==> src/hw/rtl/cbm_pkg.sv <==
package cbm_pkg;

  // Item kinds on the input channel
  typedef enum logic [1:0] {
    OP_TICK  = 2'd0,
    OP_WRITE = 2'd1,
    OP_PRG   = 2'd2,
    OP_CHR   = 2'd3
  } op_t;

  // Mirroring change reported by a write to the mirroring register
  typedef enum logic [1:0] {
    MIRR_NONE       = 2'd0,
    MIRR_VERTICAL   = 2'd1,
    MIRR_HORIZONTAL = 2'd2
  } mirr_t;

  // Configuration register indexes
  localparam logic CFG_PRG_SIZE = 1'b0;
  localparam logic CFG_CHR_SIZE = 1'b1;

  localparam int ROM_AW   = 21;
  localparam int SIZE_W   = 5;
  localparam int CPU_AW   = 16;
  localparam int DATA_W   = 8;

  localparam logic [SIZE_W-1:0] PRG_SIZE_RST = 5'd21;
  localparam logic [SIZE_W-1:0] CHR_SIZE_RST = 5'd18;

  // Fixed PRG banks and the reset value of PRG bank 1
  localparam logic [DATA_W-1:0] BANK_SWAP_LOW  = 8'h3e;
  localparam logic [DATA_W-1:0] BANK_LAST      = 8'h3f;
  localparam logic [DATA_W-1:0] BANK1_RST      = 8'h01;

  // Register write addresses
  localparam logic [CPU_AW-1:0] A_PRG_LOW   = 16'h8000;
  localparam logic [CPU_AW-1:0] A_LAYOUT    = 16'h9000;
  localparam logic [CPU_AW-1:0] A_MIRROR    = 16'h9001;
  localparam logic [CPU_AW-1:0] A_IRQ_EN    = 16'h9003;
  localparam logic [CPU_AW-1:0] A_CNT_HI    = 16'h9005;
  localparam logic [CPU_AW-1:0] A_CNT_LO    = 16'h9006;
  localparam logic [CPU_AW-1:0] A_PRG_MID   = 16'ha000;
  // CHR bank registers sit at B000..B007
  localparam logic [CPU_AW-4:0] A_CHR_BASE  = 13'h1600;

  // Address mask for a ROM of 2**lg bytes, saturating at the output width
  function automatic logic [ROM_AW-1:0] size_mask(input logic [SIZE_W-1:0] lg);
    logic [SIZE_W-1:0] n;
    logic [ROM_AW:0]   one;
    n   = (lg > SIZE_W'(ROM_AW)) ? SIZE_W'(ROM_AW) : lg;
    one = (ROM_AW+1)'(1) << n;
    return ROM_AW'(one - (ROM_AW+1)'(1));
  endfunction

endpackage

==> src/hw/rtl/cbm_if.sv <==
// Input channel: one bus event per item
interface cbm_in_if;
  import cbm_pkg::*;
  logic              valid;
  logic              ready;
  logic [1:0]        op;
  logic [CPU_AW-1:0] address;
  logic [DATA_W-1:0] value;

  modport source (output valid, op, address, value, input ready);
  modport sink   (input valid, op, address, value, output ready);
endinterface

// Result channel: one result per item
interface cbm_out_if;
  import cbm_pkg::*;
  logic              valid;
  logic              ready;
  logic [ROM_AW-1:0] rom_address;
  logic [1:0]        mirroring_event;
  logic              irq;

  modport source (output valid, rom_address, mirroring_event, irq, input ready);
  modport sink   (input valid, rom_address, mirroring_event, irq, output ready);
endinterface

==> src/hw/rtl/cartridge_bank_mapper_with_irq.sv <==
// Channel  | Dir | Fields                               | Handshake
// in_ch    | in  | op, address, value                   | valid/ready
// out_ch   | out | rom_address, mirroring_event, irq    | valid/ready
// cfg_*    | in  | cfg_index, cfg_data                  | cfg_we, no wait
//
// Each item passes an input register, then combinational decode and bank
// lookup into the result register; one item per cycle unless out_ch stalls.
// Mapper state is updated in the same cycle the result register is loaded.
// Synchronous active-low reset clears control and mapper state.
// A stalled result holds; the input register keeps accepting while the
// result register is free or being drained.
module cartridge_bank_mapper_with_irq (
  input  logic                        clk,
  input  logic                        rst_n,
  cbm_in_if.sink                      in_ch,
  cbm_out_if.source                   out_ch,
  input  logic                        cfg_we,
  input  logic                        cfg_index,
  input  logic [cbm_pkg::SIZE_W-1:0]  cfg_data
);
  import cbm_pkg::*;

  // Input register
  logic              s1_valid_r;
  logic [1:0]        s1_op_r;
  logic [CPU_AW-1:0] s1_addr_r;
  logic [DATA_W-1:0] s1_value_r;

  // Result register
  logic              out_valid_r;
  logic [ROM_AW-1:0] out_rom_r;
  logic [1:0]        out_mirr_r;
  logic              out_irq_r;

  // Config
  logic [SIZE_W-1:0] prg_size_r;
  logic [SIZE_W-1:0] chr_size_r;

  // Mapper state
  logic [DATA_W-1:0] prg_bank0_r, prg_bank0_nxt;
  logic [DATA_W-1:0] prg_bank1_r, prg_bank1_nxt;
  logic [DATA_W-1:0] prg_bank2_r, prg_bank2_nxt;
  logic [DATA_W-1:0] chr_banks_r [8];
  logic [15:0]       irq_count_r, irq_count_nxt;
  logic              irq_en_r, irq_en_nxt;
  logic              layout_r, layout_nxt;
  logic [DATA_W-1:0] last_low_r, last_low_nxt;

  logic              advance;
  logic              chr_we;
  logic [ROM_AW-1:0] rom_nxt;
  logic [1:0]        mirr_nxt;
  logic              irq_nxt;
  logic [DATA_W-1:0] prg_sel;
  logic [DATA_W-1:0] chr_sel;
  logic              low_place;
  logic              low_layout;

  assign advance     = s1_valid_r && (!out_valid_r || out_ch.ready);
  assign in_ch.ready = !s1_valid_r || advance;

  // Input register
  always_ff @(posedge clk) begin
    if (!rst_n) begin
      s1_valid_r <= 1'b0;
    end else if (in_ch.ready) begin
      s1_valid_r <= in_ch.valid;
    end
  end

  always_ff @(posedge clk) begin
    if (in_ch.ready && in_ch.valid) begin
      s1_op_r    <= in_ch.op;
      s1_addr_r  <= in_ch.address;
      s1_value_r <= in_ch.value;
    end
  end

  // Config writes
  always_ff @(posedge clk) begin
    if (!rst_n) begin
      prg_size_r <= PRG_SIZE_RST;
      chr_size_r <= CHR_SIZE_RST;
    end else if (cfg_we) begin
      case (cfg_index)
        CFG_PRG_SIZE: prg_size_r <= cfg_data;
        CFG_CHR_SIZE: chr_size_r <= cfg_data;
        default: ;
      endcase
    end
  end

  // Bank lookups
  always_comb begin
    case (s1_addr_r[14:13])
      2'd0:    prg_sel = prg_bank0_r;
      2'd1:    prg_sel = prg_bank1_r;
      2'd2:    prg_sel = prg_bank2_r;
      default: prg_sel = BANK_LAST;
    endcase
  end

  assign chr_sel = chr_banks_r[s1_addr_r[12:10]];

  // Decode and next state
  always_comb begin
    prg_bank0_nxt = prg_bank0_r;
    prg_bank1_nxt = prg_bank1_r;
    prg_bank2_nxt = prg_bank2_r;
    irq_count_nxt = irq_count_r;
    irq_en_nxt    = irq_en_r;
    layout_nxt    = layout_r;
    last_low_nxt  = last_low_r;
    chr_we        = 1'b0;
    rom_nxt       = '0;
    mirr_nxt      = MIRR_NONE;
    irq_nxt       = 1'b0;
    low_place     = 1'b0;
    low_layout    = layout_r;

    case (op_t'(s1_op_r))
      OP_TICK: begin
        if (irq_count_r != 16'd0 && irq_en_r) begin
          irq_count_nxt = irq_count_r - 16'd1;
          if (irq_count_r == 16'd1) begin
            irq_nxt    = 1'b1;
            irq_en_nxt = 1'b0;
          end
        end
      end
      OP_WRITE: begin
        if (s1_addr_r == A_PRG_LOW) begin
          last_low_nxt = s1_value_r;
          low_place    = 1'b1;
        end else if (s1_addr_r == A_PRG_MID) begin
          prg_bank1_nxt = s1_value_r;
        end else if (s1_addr_r == A_LAYOUT) begin
          layout_nxt = s1_value_r[7];
          low_layout = s1_value_r[7];
          low_place  = 1'b1;
        end else if (s1_addr_r[CPU_AW-1:3] == A_CHR_BASE) begin
          chr_we = 1'b1;
        end else if (s1_addr_r == A_MIRROR) begin
          case (s1_value_r[7:6])
            2'd0:    mirr_nxt = MIRR_VERTICAL;
            2'd2:    mirr_nxt = MIRR_HORIZONTAL;
            default: mirr_nxt = MIRR_NONE;
          endcase
        end else if (s1_addr_r == A_IRQ_EN) begin
          irq_en_nxt = s1_value_r[7];
        end else if (s1_addr_r == A_CNT_HI) begin
          irq_count_nxt = {s1_value_r, 8'h00};
        end else if (s1_addr_r == A_CNT_LO) begin
          irq_count_nxt = irq_count_r | {8'h00, s1_value_r};
        end
      end
      OP_PRG: begin
        rom_nxt = {prg_sel, s1_addr_r[12:0]} & size_mask(prg_size_r);
      end
      OP_CHR: begin
        rom_nxt = {3'b000, chr_sel, s1_addr_r[9:0]} & size_mask(chr_size_r);
      end
      default: ;
    endcase

    // Rebuild the swappable windows from the last low-bank write
    if (low_place) begin
      if (!low_layout) begin
        prg_bank0_nxt = last_low_nxt;
        prg_bank2_nxt = BANK_SWAP_LOW;
      end else begin
        prg_bank0_nxt = BANK_SWAP_LOW;
        prg_bank2_nxt = last_low_nxt;
      end
    end
  end

  // Mapper state update
  always_ff @(posedge clk) begin
    if (!rst_n) begin
      prg_bank0_r <= '0;
      prg_bank1_r <= BANK1_RST;
      prg_bank2_r <= BANK_SWAP_LOW;
      irq_count_r <= '0;
      irq_en_r    <= 1'b0;
      layout_r    <= 1'b0;
      last_low_r  <= '0;
    end else if (advance) begin
      prg_bank0_r <= prg_bank0_nxt;
      prg_bank1_r <= prg_bank1_nxt;
      prg_bank2_r <= prg_bank2_nxt;
      irq_count_r <= irq_count_nxt;
      irq_en_r    <= irq_en_nxt;
      layout_r    <= layout_nxt;
      last_low_r  <= last_low_nxt;
    end
  end

  // CHR bank registers
  always_ff @(posedge clk) begin
    if (!rst_n) begin
      for (int i = 0; i < 8; i++) chr_banks_r[i] <= '0;
    end else if (advance && chr_we) begin
      chr_banks_r[s1_addr_r[2:0]] <= s1_value_r;
    end
  end

  // Result register
  always_ff @(posedge clk) begin
    if (!rst_n) begin
      out_valid_r <= 1'b0;
    end else if (advance) begin
      out_valid_r <= 1'b1;
    end else if (out_ch.ready) begin
      out_valid_r <= 1'b0;
    end
  end

  always_ff @(posedge clk) begin
    if (advance) begin
      out_rom_r  <= rom_nxt;
      out_mirr_r <= mirr_nxt;
      out_irq_r  <= irq_nxt;
    end
  end

  assign out_ch.valid           = out_valid_r;
  assign out_ch.rom_address     = out_rom_r;
  assign out_ch.mirroring_event = out_mirr_r;
  assign out_ch.irq             = out_irq_r;

endmodule

==> src/flat_wrapper.sv <==
// flat-port wrapper written by rule: the top's interface ports become plain ports
module cartridge_bank_mapper_with_irq_flat import cbm_pkg::*;
  (clk, rst_n, cfg_we, cfg_index, cfg_data, in_ch_valid, in_ch_op, in_ch_address, in_ch_value, in_ch_ready, out_ch_valid, out_ch_rom_address, out_ch_mirroring_event, out_ch_irq, out_ch_ready);
  cbm_in_if in_ch_i ();
  cbm_out_if out_ch_i ();
  input  logic clk;
  input  logic rst_n;
  input  logic cfg_we;
  input  logic cfg_index;
  input  logic [cbm_pkg::SIZE_W-1:0] cfg_data;
  input wire logic [$bits(in_ch_i.valid)-1:0] in_ch_valid;
  input wire logic [$bits(in_ch_i.op)-1:0] in_ch_op;
  input wire logic [$bits(in_ch_i.address)-1:0] in_ch_address;
  input wire logic [$bits(in_ch_i.value)-1:0] in_ch_value;
  output wire logic [$bits(in_ch_i.ready)-1:0] in_ch_ready;
  output wire logic [$bits(out_ch_i.valid)-1:0] out_ch_valid;
  output wire logic [$bits(out_ch_i.rom_address)-1:0] out_ch_rom_address;
  output wire logic [$bits(out_ch_i.mirroring_event)-1:0] out_ch_mirroring_event;
  output wire logic [$bits(out_ch_i.irq)-1:0] out_ch_irq;
  input wire logic [$bits(out_ch_i.ready)-1:0] out_ch_ready;
  assign in_ch_i.valid = in_ch_valid;
  assign in_ch_i.op = in_ch_op;
  assign in_ch_i.address = in_ch_address;
  assign in_ch_i.value = in_ch_value;
  assign in_ch_ready = in_ch_i.ready;
  assign out_ch_valid = out_ch_i.valid;
  assign out_ch_rom_address = out_ch_i.rom_address;
  assign out_ch_mirroring_event = out_ch_i.mirroring_event;
  assign out_ch_irq = out_ch_i.irq;
  assign out_ch_i.ready = out_ch_ready;
  cartridge_bank_mapper_with_irq u_core (.clk(clk), .rst_n(rst_n), .in_ch(in_ch_i), .out_ch(out_ch_i), .cfg_we(cfg_we), .cfg_index(cfg_index), .cfg_data(cfg_data));
endmodule
==> config.mk <==
export PLATFORM = sky130hd
export DESIGN_NAME = cartridge_bank_mapper_with_irq_flat
export DESIGN_NICKNAME = d
export VERILOG_FILES = /design/src/hw/rtl/cbm_pkg.sv /design/src/hw/rtl/cbm_if.sv /design/src/hw/rtl/cartridge_bank_mapper_with_irq.sv /design/src/flat_wrapper.sv
export SDC_FILE = /design/constraint.sdc
export NUM_CORES = 1
export LEC_CHECK = 0
export ABC_AREA = 1
export BUFFER_PORTS_ARGS = -buffer_cell sky130_fd_sc_hd__buf_2
export CAP_MARGIN = 20
export CORE_ASPECT_RATIO = 0.8
export CORE_UTILIZATION = 50
export CTS_CLUSTER_SIZE = 30
export DETAILED_ROUTE_END_ITERATION = 7
export PLACE_DENSITY = 0.71
export SYNTH_ARGS = -nofsm -noshare
export SYNTH_HDL_FRONTEND = slang
export SYNTH_SLANG_ARGS = --single-unit
==> constraint.sdc <==
create_clock -name clk -period 2.2 [get_ports clk]
set_input_delay 0.33 -clock clk [delete_from_list [all_inputs] [get_ports clk]]
set_output_delay 0.33 -clock clk [all_outputs]
set_load 0.02 [all_outputs]
==> flow_metrics.env, run 1 <==
export IMPL_clk_latency_ns=0.43
export IMPL_htree_num_levels=4
export IMPL_synth_async_reset_ratio_pct=0
export IMPL_setup_tns_ns=0
export IMPL_dp_slack_ns=0.0478
export IMPL_crit_type="flop to flop"
export IMPL_status="complete, no violations"
export IMPL_crit_slowest_cell="dfxtp_2"
export IMPL_setup_violations=0
export IMPL_power_density_nw_per_um2=731
export IMPL_dieHeight_um=124
export IMPL_met3_usage_pct=6.80
export IMPL_nNetsFinal=1282
export IMPL_grt_busiest_layer="met2"
export IMPL_max_freq_ghz=0.486
export IMPL_synth_cell_types=49
export IMPL_required_ns=2.39
export IMPL_synth_area_leaders="edfxtp_1 37%, dfxtp_1 14%, nand2_1 9.1%"
export IMPL_area_growth_pct=17.3
export IMPL_core_area_um2=18100
export IMPL_layout_drive_gt1_share_pct=18.7
export IMPL_root_buffer="clkbuf_16"
export IMPL_drt_iter0_drc=899
export IMPL_drc=0
export IMPL_post_route_period_util_pct=93.6
export IMPL_maxSlewHeadroom_pct=60.4
export IMPL_synth_seq_area_share_pct=51.2
export IMPL_antenna_found_initial=0
export IMPL_first_pass_iters=7
export IMPL_worst_endpoint_arrival_ns=2.25
export IMPL_io_pins=63
export IMPL_hold_viol=0
export IMPL_synth_top_cell_area_share_pct=37.1
export IMPL_crit_fanout=5
export IMPL_cts_sinks=179
export IMPL_ys_warn_count=0
export IMPL_syn_avg_cell_area_um2=8.23
export IMPL_end_kind="flop"
export IMPL_nFillCells=1624
export IMPL_cts_hold_buf=0
export IMPL_postLayoutCellArea_um2=10800
export IMPL_critPathLaunchType="flop"
export IMPL_io_buffers=62
export IMPL_grt_pass1_wl_mm=39.9
export IMPL_wl_per_cell_um=17.4
export IMPL_max_cap_viol_count=0
export IMPL_regArea_um2=4730
export IMPL_syn_inst=1122
export IMPL_ir_worst_vdd_v=0.000501
export IMPL_cts_buffers=17
export IMPL_post_dp_hpwl_mm=18.9
export IMPL_gp_congestion=0.965
export IMPL_use_met1_pct=40.2
export IMPL_synth_edf_count=114
export IMPL_fin_ws_ns=0.140
export IMPL_diodes=0
export IMPL_start_util_pct=51.0
export IMPL_dieWidth_um=154
export IMPL_layout_commonest_cell="nand2_1"
export IMPL_ys_seq_elements=179
export IMPL_multiInputGateArea_um2=3960
export IMPL_most_common_layout_cells="215 x nand2_1, 213 x nor2_1, 114 x edfxtp_1"
export IMPL_post_route_util_pct=59.8
export IMPL_grt_pass1_vias=7265
export IMPL_power_leakage_nw=4.68
export IMPL_via_count=8230
export IMPL_grtUsageMet2_pct=43.0
export IMPL_whs_ns=0.0670
export IMPL_worstHoldPathType="input pin to flop"
export IMPL_drv_slew=0
export IMPL_slowest_delay_ns=0.33
export IMPL_grt_start_max_net_pins=49
export IMPL_tightest_slew_ns=0.594
export IMPL_synth_net_count=1163
export IMPL_grt_use_total_pct=28.0
export IMPL_path_cells="buf_4 > inv_1 > nor2_2 > nor2_2 > nand2_1 > inv_2 > nand2_1 > ha_2 > nand2_2 > nor2_2 > nand2_1 > nor2_2 > nand2_1 > o21ai_0 > nor2_1"
export IMPL_cts_tree="built"
export IMPL_dieArea_um2=19000
export IMPL_finClkSkew_ns=0.0109
export IMPL_period_minus_slack_ns=2.06
export IMPL_synth_largest_area_cell="edfxtp_1"
export IMPL_cts_buffer_depth=2
export IMPL_syn_cell_area_um2=9240
export IMPL_synth_ff_type="edfxtp_1"
export IMPL_drtAntennaViolNets=0
export IMPL_dpl_cell_area_um2=10200
export IMPL_drt_vias_per_instance=5.55
export IMPL_cts_resized_gates=0
export IMPL_fp_row_count=44
export IMPL_clk_pin_slew_ns=0.07
export IMPL_cts_setup_buffers=0
export IMPL_grt_overflow=0
export IMPL_drt_total_wl_mm=25.9
==> synth_stat cells (7+ instances only) <==
library cell  number
o211ai_1          15
o21ai_0           74
edfxtp_1         114
nor3_1            17
clkinv_1          11
nand4_1           22
o22ai_1            8
dfxtp_1           65
nor2_1           218
clkbuf_1          22
nand2_1          224
buf_2              8
inv_1             90
o221ai_1           7
o21ai_1           11
nor2_2            10
a21oi_1           43
nand3_1           75
xor2_1            11
o21a_1             7
==> worst max-delay path: cells and delay by family, from the launching register on <==
| kind | cells | cell delay, ns |
|---|---|---|
| buffers and inverters | 3 | 0.23 |
| AND/OR/NAND/NOR | 10 | 0.90 |
| AO/OA/AOI/OAI | 1 | 0.15 |
| adder cells (fa/ha/maj) | 1 | 0.19 |
| flip-flops | 1 | 0.33 |
==> registers in the layout, summed over array words and instances, names as in the netlist, named ones only <==
name,flops
u_core.last_low_r,8
u_core.prg_bank2_r,8
u_core.s1_op_r,2
u_core.out_ch.rom_address,21
u_core.layout_r,1
u_core.irq_en_r,1
u_core.out_ch.mirroring_event,2
u_core.irq_count_r,16
u_core.s1_addr_r,16
u_core.out_ch.irq,1
u_core.chr_size_r,5
u_core.out_ch.valid,1
u_core.prg_bank1_r,8
u_core.prg_size_r,5
u_core.chr_banks_r,64
u_core.prg_bank0_r,8
u_core.s1_value_r,8
u_core.s1_valid_r,1
==> worst paths after layout <==
kind,startpoint,endpoint,slack [ns],depth (start not counted)
setup / recovery,u_core.prg_size_r[1],u_core.out_ch.rom_address[20],0.14,15
hold / removal,in_ch_address[13],u_core.s1_addr_r[13],0.07,1
setup reg to reg,u_core.prg_size_r[1],u_core.out_ch.rom_address[20],0.14,15
hold reg to reg,u_core.prg_bank0_r[6],u_core.prg_bank0_r[6],0.47,2
==> per-stage QoR <==
| stage | power [mW] | std cells |
|---|---|---|
| final | 7.92 | 1484 |
| after floorplan | 4.55 | 1122 |
| after global routing | 8.20 | 1484 |
| after detailed placement | 4.95 | 1452 |
| after global placement | 4.94 | 1452 |
| after CTS | 7.91 | 1484 |
==> layer usage <==
metal  vias up  wire length, um
met5         -                0
met4         0              204
met3        15             2340
met2       375            11400
met1      3824            11900
li1       4016                -
==> cell type report <==
| class | instances | area share, % |
|---|---|---|
| inverters | 108 | 3.77 |
| well taps | 230 | 2.66 |
| repair buffers | 138 | 8.13 |
| clock buffers | 20 | 4.03 |
| flip-flops and latches | 179 | 43.6 |
| clock inverters | 12 | 1.20 |
| multi-input cells | 797 | 36.6 |
==> where the power goes <==
part           total [mW]  internal [mW]  switching [mW]
combinational        1.11          0.369           0.737
clock                3.01           1.68            1.33
sequential           3.80           3.71          0.0940
total                7.92           5.76            2.16
==> kinds of logic after synthesis <==
family / after synthesis / synth area share [%]
buffers and inverters: 146 / 6.64
adders and majority gates: 4 / 0.542
AOI/OAI and AO/OA: 184 / 11.8
DFF: 179 / 51.2
and+or+nand+nor: 596 / 28.7
xor gates and xnor gates: 13 / 1.23
No activity file was read; power rests on OpenSTA's default activity.
==> run 2, diff against run 1 <==
Settings changed: ABC_AREA 1 to unset.
==> flow_metrics.env, run 2 <==
export IMPL_status="finished, violations left"
export IMPL_violations="setup timing"
export IMPL_layout_commonest_cell="edfxtp_1"
export IMPL_period_minus_slack_ns=2.27
export IMPL_synth_most_common_cell="edfxtp_1"
export IMPL_htree_num_levels=4
export IMPL_setup_tns_ns=-1.20
export IMPL_critPathLaunchType="flop"
export IMPL_start_util_pct=51.2
export IMPL_grt_busiest_layer="met2"
export IMPL_end_kind="flop"
export IMPL_min_delay_start="in_ch_address[15]"
export IMPL_rsz0062_at_grt="true"
export IMPL_maxSlewHeadroom_pct=52.3
export IMPL_synth_async_reset_ratio_pct=0
export IMPL_grt_overflow=0
export IMPL_io_pins=63
export IMPL_startpoint="u_core.s1_addr_r[5]"
export IMPL_cts_sinks=179
export IMPL_ys_warn_count=0
export IMPL_max_freq_ghz=0.441
export IMPL_grt_pass1_vias=6903
export IMPL_antenna_found_initial=0
export IMPL_synth_net_count=869
export IMPL_clk_latency_ns=0.43
export IMPL_wl_per_cell_um=20.5
export IMPL_power_leakage_nw=4.39
export IMPL_ir_worst_vdd_v=0.000599
export IMPL_first_pass_iters=5
export IMPL_syn_inst=828
export IMPL_drt_vias_per_instance=5.99
export IMPL_via_count=7306
export IMPL_nFillCells=1307
export IMPL_cts_tree="built"
export IMPL_dieHeight_um=121
export IMPL_crit_type="flop to flop"
export IMPL_path_cells="nor4b_4 > buf_4 > and4_1 > and2b_2 > buf_6 > mux2i_1 > inv_1 > a221o_1"
export IMPL_drt_iter0_drc=759
export IMPL_synth_ff_type="edfxtp_1"
export IMPL_synth_seq_area_share_pct=53.1
export IMPL_fp_row_count=43
export IMPL_largest_register_ffs=64
export IMPL_clk_pin_slew_ns=0.07
export IMPL_root_buffer="clkbuf_16"
export IMPL_crit_fanout=5
export IMPL_top_register="u_core.chr_banks_r"
export IMPL_slowest_delay_ns=0.48
export IMPL_hold_viol=0
export IMPL_synth_area_leaders="edfxtp_1 38%, dfxtp_1 15%, mux4_2 4.1%"
export IMPL_ys_seq_elements=179
export IMPL_most_common_layout_cells="114 x edfxtp_1, 104 x buf_4, 73 x nand2_1"
export IMPL_whs_ns=0.0649
export IMPL_setup_violations=40
export IMPL_post_dp_hpwl_mm=16.8
export IMPL_max_cap_viol_count=0
export IMPL_drv_slew=0
export IMPL_diodes=0
export IMPL_drc=0
export IMPL_ys_top_cells_by_count="114 x edfxtp_1, 79 x nand2_1, 71 x nor2_1"
export IMPL_grt_use_total_pct=28.2
export IMPL_final_cells=1219
export IMPL_area_growth_pct=28.3
export IMPL_gp_congestion=0.894
export IMPL_worst_endpoint_arrival_ns=2.59
export IMPL_cts_buffer_depth=2
export IMPL_met3_usage_pct=7.48
export IMPL_layout_drive_gt1_share_pct=35.9
export IMPL_tightest_slew_ns=0.715
export IMPL_power_density_nw_per_um2=697
export IMPL_post_route_period_util_pct=103
export IMPL_syn_avg_cell_area_um2=10.7
export IMPL_drtAntennaViolNets=0
export IMPL_synth_top_cell_area_share_pct=38.5
export IMPL_finalPower_mw=7.96
export IMPL_use_met1_pct=39.5
export IMPL_finClkSkew_ns=0.00882
export IMPL_post_route_util_pct=65.7
export IMPL_nNetsFinal=1022
export IMPL_required_ns=2.52
export IMPL_synth_cell_types=75
export IMPL_syn_cell_area_um2=8900
export IMPL_synth_largest_area_cell="edfxtp_1"
export IMPL_grt_start_max_net_pins=39
export IMPL_worstHoldPathType="input pin to flop"
export IMPL_crit_slowest_cell="edfxtp_1"
export IMPL_r2r_start="u_core.s1_addr_r[5]"
export IMPL_dieWidth_um=151
export IMPL_fin_ws_ns=-0.0698
export IMPL_grtUsageMet2_pct=42.9
export IMPL_drt_total_wl_mm=25.0
export IMPL_dieArea_um2=18300
export IMPL_cts_buffers=17
export IMPL_dp_cells=1175
export IMPL_io_buffers=62
export IMPL_core_area_um2=17400
export IMPL_synth_edf_count=114
export IMPL_grt_pass1_wl_mm=37.8
[run 2: cell types whose count changed after synthesis, moves of 13 or more]
| cell | delta |
|---|---|
| nand3_1 | -50 |
| inv_1 | -78 |
| nor2_1 | -147 |
| clkbuf_1 | +19 |
| a211oi_1 | +13 |
| nand2_1 | -145 |
| nand4_1 | -20 |
| o21ai_0 | -27 |
| mux2i_1 | +34 |
| and3_1 | +25 |
| mux4_2 | +16 |
| and2_1 | +37 |
[run 2: worst max-delay path, delay by kind of cell (launching register included)]
kind                   cells  cell delay [ns]
AO/OA/AOI/OAI              1             0.29
flip-flops                 1             0.48
multiplexers               1             0.23
buffers and inverters      3             0.40
AND/OR/NAND/NOR            3             0.76
[run 2: worst paths after layout]
check,end,slack [ns],cells after the start
max reg2reg,u_core.prg_bank0_r[1],-0.07,8
min reg2reg,u_core.prg_bank2_r[6],0.46,2
min,u_core.s1_addr_r[15],0.06,1
max,u_core.prg_bank0_r[1],-0.07,8
[run 2: kinds of logic (layout without fill, tap and decap cells)]
logic type / Yosys count / count (layout) / synth area share, %
muxes: 61 / 61 / 9.27
buffers and inverters: 75 / 240 / 3.99
adders and majority gates: 4 / 4 / 0.563
xor gates and xnor gates: 6 / 6 / 0.591
and+or+nand+nor: 330 / 331 / 19.7
DFF: 179 / 179 / 53.1
AOI/OAI and AO/OA: 173 / 173 / 12.8
[run 2: metrics by stage]
stage / area, um^2 / worst slack, ns
floorplan: 8980 / -0.150
global placement: 10200 / -0.0952
detailed placement: 10200 / -0.140
CTS: 11000 / -0.0646
global route: 11400 / -0.126
finish: 11400 / -0.0698
[run 2: layout make-up]
type / count / area [um^2] / share of cell area, %
Clock buffer: 19 / 475 / 4.16
Clock inverter: 13 / 141 / 1.24
Sequential cell: 179 / 4730 / 41.4
Multi-Input combinational cell: 575 / 4300 / 37.7
Tap cell: 225 / 282 / 2.47
Timing Repair Buffer: 193 / 1430 / 12.5
Inverter: 15 / 56.3 / 0.493
[run 2: timing repair]
action,in CTS,in global routing
hold endpoints to repair,0,0
hold buffers,0,0
endpoints found under the setup margin,58,152
pin swaps,16,37
buffers inserted,6,7
resized for setup,32,104
gates cloned,0,1
[run 2: per-layer routing]
metal / vias up / wire (um)
met3: 40 / 2360
met5: - / 0
met2: 346 / 11400
met4: 0 / 539
li1: 3397 / -
met1: 3523 / 10600
[run 2: where the power goes]
part	switching, mW	total (mW)	internal [mW]
sequential	0.103	3.80	3.69
clock	1.35	3.17	1.83
combinational	0.575	0.990	0.415
total	2.02	7.96	5.93
==> run 3, diff against run 2 <==
--- a/config.mk
+++ b/config.mk
@@ -9,8 +9,7 @@
 export CAP_MARGIN = 20
 export CORE_ASPECT_RATIO = 0.8
-export CORE_UTILIZATION = 50
+export CORE_UTILIZATION = 45
 export CTS_CLUSTER_SIZE = 30
 export DETAILED_ROUTE_END_ITERATION = 7
-export PLACE_DENSITY = 0.71
 export SYNTH_ARGS = -nofsm -noshare
 export SYNTH_HDL_FRONTEND = slang
==> constraint.sdc (replaced) <==
create_clock -name clk -period 2.2 [get_ports clk]
set_input_delay 0.66 -clock clk [delete_from_list [all_inputs] [get_ports clk]]
set_output_delay 0.66 -clock clk [all_outputs]
set_load 0.02 [all_outputs]
==> flow_metrics.env, run 3 (same netlist as run 2, synthesis figures left out) <==
export IMPL_status="finished, violations left"
export IMPL_violations="setup timing"
export IMPL_period_minus_slack_ns=2.30
export IMPL_fin_ws_ns=-0.0974
export IMPL_via_count=7332
export IMPL_crit_type="flop to flop"
export IMPL_rsz0062_at_grt="true"
export IMPL_most_common_layout_cells="122 x buf_4, 114 x edfxtp_1, 72 x nand2_1"
export IMPL_cts_buffers=17
export IMPL_tightest_slew_ns=0.791
export IMPL_root_buffer="clkbuf_16"
export IMPL_top_register="u_core.chr_banks_r"
export IMPL_drt_vias_per_instance=5.80
export IMPL_dieWidth_um=159
export IMPL_max_cap_viol_count=0
export IMPL_grt_start_max_net_pins=32
export IMPL_first_pass_iters=6
export IMPL_power_density_nw_per_um2=698
export IMPL_fp_row_count=45
export IMPL_setup_tns_ns=-0.635
export IMPL_critPathLaunchType="flop"
export IMPL_postLayoutCellArea_um2=11500
export IMPL_cts_buffer_depth=2
export IMPL_maxSlewHeadroom_pct=47.3
export IMPL_htree_num_levels=4
export IMPL_grt_use_total_pct=26.4
export IMPL_nNetsFinal=1035
export IMPL_clk_pin_slew_ns=0.07
export IMPL_whs_ns=0.397
export IMPL_cts_sinks=179
export IMPL_max_freq_ghz=0.435
export IMPL_io_pins=63
export IMPL_ir_worst_vdd_v=0.000568
export IMPL_power_leakage_nw=4.44
export IMPL_drt_total_wl_mm=26.3
export IMPL_core_area_um2=19100
export IMPL_antenna_found_initial=0
export IMPL_worst_endpoint_arrival_ns=2.49
export IMPL_start_util_pct=46.5
export IMPL_largest_register_ffs=64
export IMPL_dpl_cell_area_um2=10300
export IMPL_grt_pass1_wl_mm=40.4
export IMPL_layout_commonest_cell="buf_4"
export IMPL_worstHoldPathType="input pin to flop"
export IMPL_cts_hold_buf=0
export IMPL_area_growth_pct=29.5
export IMPL_cts_tree="built"
export IMPL_wl_per_cell_um=20.8
export IMPL_gp_congestion=0.898
export IMPL_clk_latency_ns=0.43
export IMPL_dieHeight_um=128
export IMPL_drc=0
export IMPL_grt_pass1_vias=7009
export IMPL_end_kind="flop"
export IMPL_hold_viol=0
export IMPL_final_cells=1265
export IMPL_dieArea_um2=20300
export IMPL_drt_iter0_drc=681
export IMPL_post_dp_hpwl_mm=18.4
export IMPL_grt_overflow=0
export IMPL_crit_fanout=6
export IMPL_layout_drive_gt1_share_pct=35.5
export IMPL_diodes=0
export IMPL_dp_cells=1219
export IMPL_drv_slew=0
export IMPL_drtAntennaViolNets=0
export IMPL_setup_violations=21
export IMPL_io_buffers=62
export IMPL_post_route_period_util_pct=104
export IMPL_finClkSkew_ns=0.00678
export IMPL_required_ns=2.39
-- run 3: changes by cell type in the layout (fill, tap and decap cells not counted), sizes merged --
cell / change
buf: +14
bufinv: +1
clkbuf: -1
clkinv: -2
clkinvlp: +2
nor2b: -1
-- run 3: path summary, 6_finish.rpt --
kind,startpoint,slack [ns],to,cells past startpoint
setup / recovery,u_core.chr_size_r[1],-0.1,u_core.out_ch.rom_address[10],8
hold / removal,in_ch_value[6],0.40,u_core.s1_value_r[6],1
hold reg to reg,u_core.prg_bank0_r[6],0.45,u_core.prg_bank0_r[6],2
setup reg to reg,u_core.chr_size_r[1],-0.1,u_core.out_ch.rom_address[10],8
-- run 3: per-layer routing --
metal  part of all wire [%]  track usage, %  wire length (um)  vias up
met5                      0               0                 0        -
met4                    1.3            7.30               346        0
met3                    7.7            5.56              2020       25
met2                     46            40.6             12000      283
met1                     45            37.9             11900     3594
li1                       -               -                 -     3430
-- run 3: final cells by class --
cell class	count	area, um^2
inverters	15	56.3
flip-flops and latches	179	4730
fillers	1572	7620
repair buffers	207	1540
multi-input cells	574	4250
well taps	258	323
clock buffers	18	429
clock inverters	14	195
-- run 3: critical path, cell delays in order, from the launching register on --
cell	delay [ns]
dfxtp_2	0.32
or3_4	0.38
or3_4	0.34
ha_4	0.19
a22o_1	0.23
a22o_1	0.17
nand2_1	0.09
a211oi_2	0.08
a31o_2	0.24
-- run 3: through the flow --
| stage | total power [mW] | worst slack (ns) | utilization, % |
|---|---|---|---|
| finish | 8.04 | -0.0974 | 60.2 |
| CTS | 8.01 | -0.0589 | 58.0 |
| global route | 8.30 | -0.160 | 60.2 |
| floorplan | 4.38 | -0.150 | - |
| detailed placement | 4.79 | -0.214 | 54.0 |
| global placement | 4.77 | -0.197 | 54.0 |
-- run 3: repair_timing --
action | CTS | global route
buffers inserted | 3 | 12
pin swaps | 11 | 40
resized for setup | 29 | 88
setup endpoints to repair | 73 | 111
gates cloned | 1 | 0
-- run 3: power by group --
group | internal (mW) | switching, mW | total (mW)
combinational | 0.434 | 0.579 | 1.01
clock | 1.83 | 1.40 | 3.23
sequential | 3.69 | 0.108 | 3.80
total | 5.96 | 2.09 | 8.04
